<file path="config.mk">
export PLATFORM = sky130hd
export DESIGN_NAME = temp_sensor_frame_parser_core
export DESIGN_NICKNAME = d
export VERILOG_FILES = /design/src/rtl/tsfp_pkg.sv /design/src/rtl/tsfp_in_stage.sv /design/src/rtl/tsfp_parser.sv /design/src/rtl/temp_sensor_frame_parser_core.sv
export SDC_FILE = /design/constraint.sdc
export NUM_CORES = 1
export LEC_CHECK = 0
export BUFFER_PORTS_ARGS = -buffer_cell sky130_fd_sc_hd__buf_2
export CAP_MARGIN = 20
export CORE_ASPECT_RATIO = 2
export CORE_MARGIN = 2
export CORE_UTILIZATION = 50
export CTS_BUF_LIST = sky130_fd_sc_hd__clkbuf_8 sky130_fd_sc_hd__clkbuf_16
export DETAILED_ROUTE_END_ITERATION = 16
export GPL_ROUTABILITY_DRIVEN = 0
export PLACE_DENSITY = 0.66
export SYNTH_ARGS = -nofsm -noshare
export SYNTH_HDL_FRONTEND = slang
export SYNTH_SLANG_ARGS = --single-unit
</file>
<file path="constraint.sdc">
create_clock -name clk -period 4.6 [get_ports clk]
set_input_delay 0.92 -clock clk [delete_from_list [all_inputs] [get_ports clk]]
set_output_delay 0.92 -clock clk [all_outputs]
set_load 0.005 [all_outputs]
</file>
<file path="src/rtl/tsfp_pkg.sv">
// Shared types and constants for the temperature sensor frame parser.
// No dependencies.
package tsfp_pkg;

  localparam int unsigned BYTE_W      = 8;
  localparam int unsigned TEMP_W      = 15;
  localparam int unsigned POS_W       = 4;
  localparam int unsigned FRAME_BYTES_DEFAULT = 9;

  // Fixed frame header and payload positions
  localparam logic [BYTE_W-1:0] HDR_B0 = 8'h55;
  localparam logic [BYTE_W-1:0] HDR_B1 = 8'h01;
  localparam logic [BYTE_W-1:0] HDR_B2 = 8'h01;
  localparam logic [BYTE_W-1:0] HDR_B3 = 8'h04;
  localparam logic [POS_W-1:0]  POS_HDR0     = 4'd0;
  localparam logic [POS_W-1:0]  POS_HDR1     = 4'd1;
  localparam logic [POS_W-1:0]  POS_HDR2     = 4'd2;
  localparam logic [POS_W-1:0]  POS_HDR3     = 4'd3;
  localparam logic [POS_W-1:0]  POS_WHOLE    = 4'd6;
  localparam logic [POS_W-1:0]  POS_FRACTION = 4'd7;

  localparam logic signed [TEMP_W-1:0] HUNDRED = 15'sd100;

  // Byte held in the input register
  typedef struct packed {
    logic              valid;
    logic [BYTE_W-1:0] data;
  } byte_item_t;

  // Parser result for the byte being consumed
  typedef struct packed {
    logic                     valid;
    logic signed [TEMP_W-1:0] temp;
  } temp_result_t;

endpackage

</file>
<file path="src/rtl/tsfp_in_stage.sv">
// Input register stage for the frame parser: holds one received byte.
// Depends on tsfp_pkg.
module tsfp_in_stage import tsfp_pkg::*; (
  input  logic              clk,
  input  logic              rst,
  input  logic              in_valid,
  input  logic [BYTE_W-1:0] rx_byte,
  output logic              in_stall,
  input  logic              consume,
  output byte_item_t        item
);

  byte_item_t item_q;

  // stall only while a held byte cannot move on
  assign in_stall = item_q.valid & ~consume;
  assign item     = item_q;

  always_ff @(posedge clk) begin
    if (rst) begin
      item_q.valid <= 1'b0;
    end else if (in_valid && !in_stall) begin
      item_q.valid <= 1'b1;
    end else if (consume) begin
      item_q.valid <= 1'b0;
    end
  end

  always_ff @(posedge clk) begin
    if (in_valid && !in_stall) begin
      item_q.data <= rx_byte;
    end
  end

endmodule

</file>
<file path="src/rtl/tsfp_parser.sv">
// Frame parser state: header hunt, position count, checksum, temperature math.
// Depends on tsfp_pkg.
module tsfp_parser import tsfp_pkg::*; #(
  parameter int unsigned FRAME_BYTES = FRAME_BYTES_DEFAULT
) (
  input  logic         clk,
  input  logic         rst,
  input  byte_item_t   item,
  input  logic         consume,
  output temp_result_t result
);

  localparam logic [POS_W-1:0] POS_LAST = POS_W'(FRAME_BYTES - 1);

  logic [POS_W-1:0]  frame_position, frame_position_next;
  logic [BYTE_W-1:0] running_sum, running_sum_next;
  logic [BYTE_W-1:0] whole_degrees, whole_degrees_next;
  logic [BYTE_W-1:0] fraction_part, fraction_part_next;
  logic              hdr_fail;
  logic              good;

  logic signed [TEMP_W-1:0] whole_ext;
  logic signed [TEMP_W-1:0] whole_scaled;
  logic signed [TEMP_W-1:0] frac_ext;

  always_comb begin
    case (frame_position)
      POS_HDR1: hdr_fail = (item.data != HDR_B1);
      POS_HDR2: hdr_fail = (item.data != HDR_B2);
      POS_HDR3: hdr_fail = (item.data != HDR_B3);
      default:  hdr_fail = 1'b0;
    endcase
  end

  always_comb begin
    frame_position_next = frame_position;
    running_sum_next    = running_sum;
    whole_degrees_next  = whole_degrees;
    fraction_part_next  = fraction_part;
    good                = 1'b0;
    if (frame_position == POS_HDR0) begin
      // sum restarts with the first header byte
      if (item.data == HDR_B0) begin
        running_sum_next    = item.data;
        frame_position_next = POS_HDR1;
      end
    end else if (hdr_fail) begin
      frame_position_next = POS_HDR0;
    end else begin
      if (frame_position == POS_WHOLE) begin
        whole_degrees_next = item.data;
      end
      if (frame_position == POS_FRACTION) begin
        fraction_part_next = item.data;
      end
      if (frame_position == POS_LAST) begin
        good                = (item.data == running_sum);
        frame_position_next = POS_HDR0;
      end else begin
        running_sum_next    = running_sum + item.data;
        frame_position_next = frame_position + POS_W'(1);
      end
    end
  end

  // whole * 100 +/- fraction; zero counts as non-negative
  assign whole_ext    = TEMP_W'(signed'(whole_degrees));
  assign whole_scaled = whole_ext * HUNDRED;
  assign frac_ext     = signed'(TEMP_W'(fraction_part));

  assign result.valid = item.valid & good;
  assign result.temp  = whole_degrees[BYTE_W-1] ? (whole_scaled - frac_ext)
                                                : (whole_scaled + frac_ext);

  always_ff @(posedge clk) begin
    if (rst) begin
      frame_position <= '0;
      running_sum    <= '0;
      whole_degrees  <= '0;
      fraction_part  <= '0;
    end else if (item.valid && consume) begin
      frame_position <= frame_position_next;
      running_sum    <= running_sum_next;
      whole_degrees  <= whole_degrees_next;
      fraction_part  <= fraction_part_next;
    end
  end

endmodule

</file>
<file path="src/rtl/temp_sensor_frame_parser_core.sv">
// Top level of the temperature sensor frame parser.
// Depends on tsfp_pkg, tsfp_in_stage and tsfp_parser.
//
// Usage:
//   Input channel (in_valid / in_stall / rx_byte) carries one received serial
//   byte per transaction. The parser hunts for header 55 01 01 04, collects a
//   frame of FRAME_BYTES bytes and checks the last byte against the 8-bit sum
//   of all earlier frame bytes.
//   Output channel (out_valid / out_stall / temp_hundredths) carries one
//   transaction per good frame: signed temperature in hundredths of a degree.
//   Bad header bytes and bad checksums produce no transaction.
// Path: the frame's last byte is registered in the input register, then parsed
//   into the output register, which holds the result until it is taken.
// Throughput: one byte per cycle while out_stall holds no pending result, set by
//   the parser update between the input register and the output register.
// Reset: rst (synchronous) empties both registers and returns the parser to
//   header hunt with a cleared sum.
// Stall: while out_stall holds a pending result, the held byte waits and
//   in_stall rises once the input register is also full.
module temp_sensor_frame_parser_core import tsfp_pkg::*; #(
  parameter int unsigned FRAME_BYTES = FRAME_BYTES_DEFAULT
) (
  input  logic                     clk,
  input  logic                     rst,
  input  logic                     in_valid,
  output logic                     in_stall,
  input  logic [BYTE_W-1:0]        rx_byte,
  output logic                     out_valid,
  input  logic                     out_stall,
  output logic signed [TEMP_W-1:0] temp_hundredths
);

  byte_item_t   item;
  temp_result_t result;
  logic         consume;   // parser step may run this cycle
  logic         out_valid_q;
  logic signed [TEMP_W-1:0] temp_q;

  // output register free, or being emptied right now
  assign consume = ~out_valid_q | ~out_stall;

  tsfp_in_stage u_in_stage (
    .clk      (clk),
    .rst      (rst),
    .in_valid (in_valid),
    .rx_byte  (rx_byte),
    .in_stall (in_stall),
    .consume  (consume),
    .item     (item)
  );

  tsfp_parser #(
    .FRAME_BYTES (FRAME_BYTES)
  ) u_parser (
    .clk     (clk),
    .rst     (rst),
    .item    (item),
    .consume (consume),
    .result  (result)
  );

  // output register
  always_ff @(posedge clk) begin
    if (rst) begin
      out_valid_q <= 1'b0;
    end else if (consume) begin
      out_valid_q <= result.valid;
    end
  end

  always_ff @(posedge clk) begin
    if (consume && result.valid) begin
      temp_q <= result.temp;
    end
  end

  assign out_valid       = out_valid_q;
  assign temp_hundredths = temp_q;

endmodule

</file>
== Word level (Yosys, flattened, before mapping) ==
Index checks and enable logic that the tools add are counted.

* Logic and storage cells: 60
* Latch bits: 0
* Memories: 0
* Register bits after elaboration: 53
* RAM bits: 0
* Memory bits (read-only): 0

* Divide/modulo/power cells: 0
* Shift operators: 0
* Bitwise logic cells: 8
* Reduce and logical (&&, ||, !) cells: 11
* Multiplexer cells: 15
* $mul: 1
* Equal/unequal tests: 13
* Magnitude comparators: 0
* $add $sub $neg: 4

{| class="wikitable"
|+ Operators by type and width
! operator !! number
|-
| 8-bit 2-to-1 mux || 4
|-
| 4-bit 2-to-1 mux || 4
|-
| 15-bit by 9-bit adder with 15-bit output || 1
|-
| 15-bit 2-to-1 mux || 1
|-
| 15-bit by 9-bit subtractor with 15-bit output || 1
|-
| 8-bit by 6-bit multiplier with 13-bit output, second input constant || 1
|-
| 4-bit AND reduction || 3
|-
| 8-bit adder || 1
|-
| 4-bit by 2-bit == test with 1-bit output, second input constant || 2
|-
| 4-bit by 3-bit == test with 1-bit output, second input constant || 2
|-
| 8-bit by 7-bit == test with 1-bit output, second input constant || 1
|-
| 8-bit == test || 1
|-
| 8-bit by 1-bit inequality test with 1-bit output, second input constant || 1
|-
| 8-bit by 3-bit inequality test with 1-bit output, second input constant || 1
|-
| 1-bit 2-to-1 mux || 5
|-
| 1-bit NOT || 5
|-
| 4-bit by 1-bit adder with 4-bit output, second input constant || 1
|-
| 4-bit by 1-bit == test with 1-bit output, second input constant || 1
|-
| 4-bit == test, second input constant || 1
|-
| 4-bit zero test || 1
|-
| 2-bit inequality test, second input constant || 2
|-
| 1-bit logical AND || 3
|-
| 1-bit bitwise AND || 2
|-
| 2-bit by 1-bit inequality test with 1-bit output, second input constant || 1
|-
| 6 further kinds || 6
|}

== Longest topological paths before layout ==
* Word-level depth: 7
* Mapped depth: 13

== Cells and area by module ==
A second synthesis with hierarchy kept.

* Cells, all modules: 427
* Area, all modules: 3948.8 µm²

{| class="wikitable"
|+ By module, submodules not included
! module !! area each (µm²) !! times used !! sequential area each (µm²) !! cells an instance
|-
| tsfp_parser || 3169.3 || 1 || 560.5 || 395
|-
| temp_sensor_frame_parser_core || 489.2 || 1 || 470.5 || 20
|-
| tsfp_in_stage || 290.3 || 1 || 260.2 || 12
|}

== Worst setup path before layout ==
No wires, ideal clock.

* Path kind: register to register
* Start: register u_parser.whole_degrees[1]
* End: register temp_q[14] (netlist: temp_hundredths[14]) (data pin)
* Path buffers: 0
* Slack: 1.291 ns
* Stages on the path, launching flop included: 13
* Arrival time: 3.050 ns
* Cells stage by stage: dfxtp_1 > ha_1 > fa_1 > ha_1 > ha_1 > fa_1 > nand3_1 > nand2_1 > xor2_1 > nand4_1 > nor4_1 > a31oi_1 > xnor2_1

{| class="wikitable"
|+ RTL lines
! item !! RTL line !! text
|-
| start: declaration || tsfp_parser.sv:17 || <nowiki>logic [BYTE_W-1:0] whole_degrees, whole_degrees_next;</nowiki>
|-
| start signal: assignment || tsfp_parser.sv:84 || <nowiki>whole_degrees <= whole_degrees_next;</nowiki>
|-
| end signal: assignment || temp_sensor_frame_parser_core.sv:73 || <nowiki>temp_q <= result.temp;</nowiki>
|-
| end: declaration || temp_sensor_frame_parser_core.sv:37 || <nowiki>logic signed [TEMP_W-1:0] temp_q;</nowiki>
|}

==> impl_metrics.yaml <==
logic_synthesis:
  synth_cells: 394
  yosysWarningCount: 0
  ys.flop_type: "dfxtp_1"
  ys_seq_elements: 53
  synth-seq-area-share_pct: 35.3
  synth_edf_count: 23
  synth.distinct_cells: 51
  syn_avg_cell_area_um2: 9.29
  syn_nets: 462
  netlist_area_um2: 3660
  async_flop_share_pct: 0
placed_design:
  place_area_um2: 3880
  portBuffers: 28
  dpl.hpwl_um: 5540
worst_setup_path:
  start_kind: "flop"
  path_class: "reg2reg"
  cp.arrival_ns: 3.66
  ff2ff_setup_slack_ns: 0.96
  required_ns: 4.62
  r2r.worst_path.cells: 11
  critPathCaptureType: "flop"
  r2r-start: "u_parser.whole_degrees[1]$_SDFFE_PP0P_"
  reg2reg_to: "temp_hundredths[13]$_DFFE_PP_"
  crit_fanout: 7
global_routing:
  grt_max_degree: 31
  overflow: 0
  grt_first_pass_wirelength_um: 12700
  first_global_vias: 2894
  grt_util_all_layers_pct: 19.6
  antenna_found_initial: 0
routing:
  num_vias: 2915
  ant_nets: 0
  drtPass1Iterations: 4
  detail_route.wl_per_cell_um: 14.2
  vias_per_cell: 5.68
  detail_route.iter0.violations: 163
  drc: 0
  wl_um: 7260
worst_hold_path:
  hold_depth: 0
  holdPathEnd: "temp_hundredths[0]$_DFFE_PP_"
  hold_start: "u_parser.fraction_part[0]$_SDFFE_PP0P_"
  hold_class: "reg2reg"
clock_network:
  clk_latency_ns: 0.29
  cts-root-buf: "clkbuf_16"
  clock_sinks: 53
  cts_hold_buffers: 0
  cts_buffers: 5
  cts_setup_buffers: 0
  postCtsResizedCells: 0
  cts_tree: "yes"
  clkSlewWorstSetupHoldPaths_ns: 0.07
  ctsHtreeMaxLevel: 2
  cts.path.max_buffers: 2
floorplan:
  initial_core_util_pct: 51.1
  dieArea_um2: 8060
  core_area_um2: 7160
  ios: 29
  die_w_um: 64.5
  rows: 44
  die-height_um: 125
pwr:
  power_frac_comb_pct: 3.3
  p_per_area_nw_per_um2: 237
  seqPwrFrac_pct: 52.9
  p_leak_nw: 1.78
  netSwitchingFraction_pct: 20.5
  switchingPower_mw: 0.197
  internal_power_mw: 0.763
  power_frac_clock_pct: 43.8
  ir_drop_v: 0.000187
timing:
  fin_crit_ns: 3.64
  setup_viol: 0
  relSlewSlack_pct: 36.0
  tns_ns: 0
  skew_ns: 0.00454
  clock.fmax_mhz: 275
  final_hold_viol_count: 0
  rsz0062_at_grt: "no"
  tightest_slew_ns: 0.947
  slew_viol_final: 0
  fin_crit_sh_pct: 79.2
final_layout:
  fin_nets: 488
  final_area_um2: 4050
  syn2layout_area_growth_pct: 10.7
  fillers: 649
  drive_gt1_share_pct: 10.9
  antenna_cells: 0
job:
  cap_viol_max_count: 0
run_status:
  status: "completed"
[sequential cells by signal, indices dropped and copies added, names as in the netlist]
register	count
temp_hundredths	15
u_in_stage.item	9
u_parser.fraction_part	8
u_parser.running_sum	8
u_parser.whole_degrees	8
u_parser.frame_position	4
out_valid	1
[layer usage]
| metal | up-vias | share of wire (%) | track usage (%) |
|---|---|---|---|
| li1 | 1465 | - | - |
| met1 | 1392 | 42 | 24.1 |
| met2 | 52 | 53 | 34.4 |
| met3 | 6 | 2.9 | 2.70 |
| met4 | 0 | 1.3 | 6.63 |
| met5 | - | 0 | 0 |
[worst max path at each step]
stage | start | to | slack (ns) | cells after the start
3_3_place_gp | u_parser.whole_degrees[1]$_SDFFE_PP0P_ | temp_hundredths[14]$_DFFE_PP_ | 1.08 | 11
6_report | u_parser.whole_degrees[1]$_SDFFE_PP0P_ | temp_hundredths[13]$_DFFE_PP_ | 0.96 | 11
4_1_cts | u_parser.whole_degrees[1]$_SDFFE_PP0P_ | temp_hundredths[13]$_DFFE_PP_ | 1.01 | 11
3_5_place_dp | u_parser.whole_degrees[1]$_SDFFE_PP0P_ | temp_hundredths[13]$_DFFE_PP_ | 1.01 | 11
2_1_floorplan | u_parser.whole_degrees[1]$_SDFFE_PP0P_ | temp_hundredths[14]$_DFFE_PP_ | 1.29 | 12
5_1_grt | u_parser.whole_degrees[1]$_SDFFE_PP0P_ | temp_hundredths[14]$_DFFE_PP_ | 0.80 | 12
[cell usage after synthesis, drive strengths merged, types with 3 or more instances]
master,instances,area (µm²)
and3,3,18.8
inv,22,82.6
nand3,22,110
buf,4,26.3
xnor2,15,131
mux2i,3,30.0
fa,8,160
dfxtp,30,601
a311oi,5,43.8
nor2,32,120
nor3,16,85.1
a31oi,3,18.8
edfxtp,23,691
o22ai,3,18.8
a21o,5,37.5
o21ai,13,65.1
nand2,37,139
o21bai,4,30.0
nand2b,4,25.0
a21oi,36,180
ha,48,601
xor2,10,87.6
nor2b,6,37.5
nor4,5,31.3
clkbuf,8,30.0
a211oi,3,22.5
[power by group through the flow]
stage | Clock (mW) | Combinational, mW | Sequential, mW
after floorplan | 0 | 0.0241 | 0.511
after global placement | 0 | 0.0304 | 0.518
after detailed placement | 0 | 0.0316 | 0.518
after CTS | 0.432 | 0.0319 | 0.507
after global routing | 0.443 | 0.0365 | 0.508
final | 0.420 | 0.0316 | 0.508
[critical path, stage by stage (launching register included)]
cell and delay, ns:
dfxtp_1 0.45, ha_1 0.29, fa_1 0.46, ha_1 0.30, ha_1 0.23, fa_1 0.41, xor2_1 0.44, nand2_1 0.14
nor2b_1 0.19, and4b_1 0.22, a31oi_1 0.06, xor2_1 0.20
[per-stage QoR]
stage               setup slack [ns]  hold WS, ns  std cells  utilization, %  power [mW]
floorplan                       1.29        0.430        394               -       0.535
global placement                1.08        0.445        505            54.3       0.548
detailed placement              1.01        0.445        505            54.3       0.550
CTS                             1.01        0.462        513            56.6       0.972
global route                   0.804        0.475        513            56.6       0.988
finish                         0.957        0.462        513            56.6       0.959
[cells by family after synthesis]
kind of cell	synth area share [%]
flip-flops	35.3
buffers and inverters	3.80
AND/OR/NAND/NOR	18.0
XOR/XNOR	5.98
adder cells (fa/ha/maj)	20.8
multiplexers	1.13
AO/OA/AOI/OAI	15.0
[layout make-up]
type	instances	area (µm²)	area share, %
Multi-Input combinational cell	307	2230	55.2
Sequential cell	53	1290	31.9
Timing Repair Buffer	31	163	4.02
Clock buffer	5	125	3.09
Tap cell	92	115	2.84
Inverter	22	82.6	2.04
Clock inverter	3	38.8	0.958
[layout by cell type, fill, tap and decap left out, types with 4 or more instances in the layout]
| cell type | n |
|---|---|
| ha_1 | 48 |
| nand2_1 | 37 |
| a21oi_1 | 36 |
| nor2_1 | 32 |
| dfxtp_1 | 30 |
| buf_2 | 28 |
| inv_1 | 23 |
| edfxtp_1 | 23 |
| nand3_1 | 22 |
| xnor2_1 | 15 |
| nor3_1 | 14 |
| o21ai_0 | 12 |
| xor2_1 | 10 |
| fa_1 | 8 |
| nor2b_1 | 6 |
| nor4_1 | 5 |
| a311oi_1 | 5 |
| a21o_1 | 5 |
| clkbuf_16 | 5 |
| nand2b_1 | 4 |
| o21bai_1 | 4 |
Note: power is estimated with default switching activity, not from simulation.
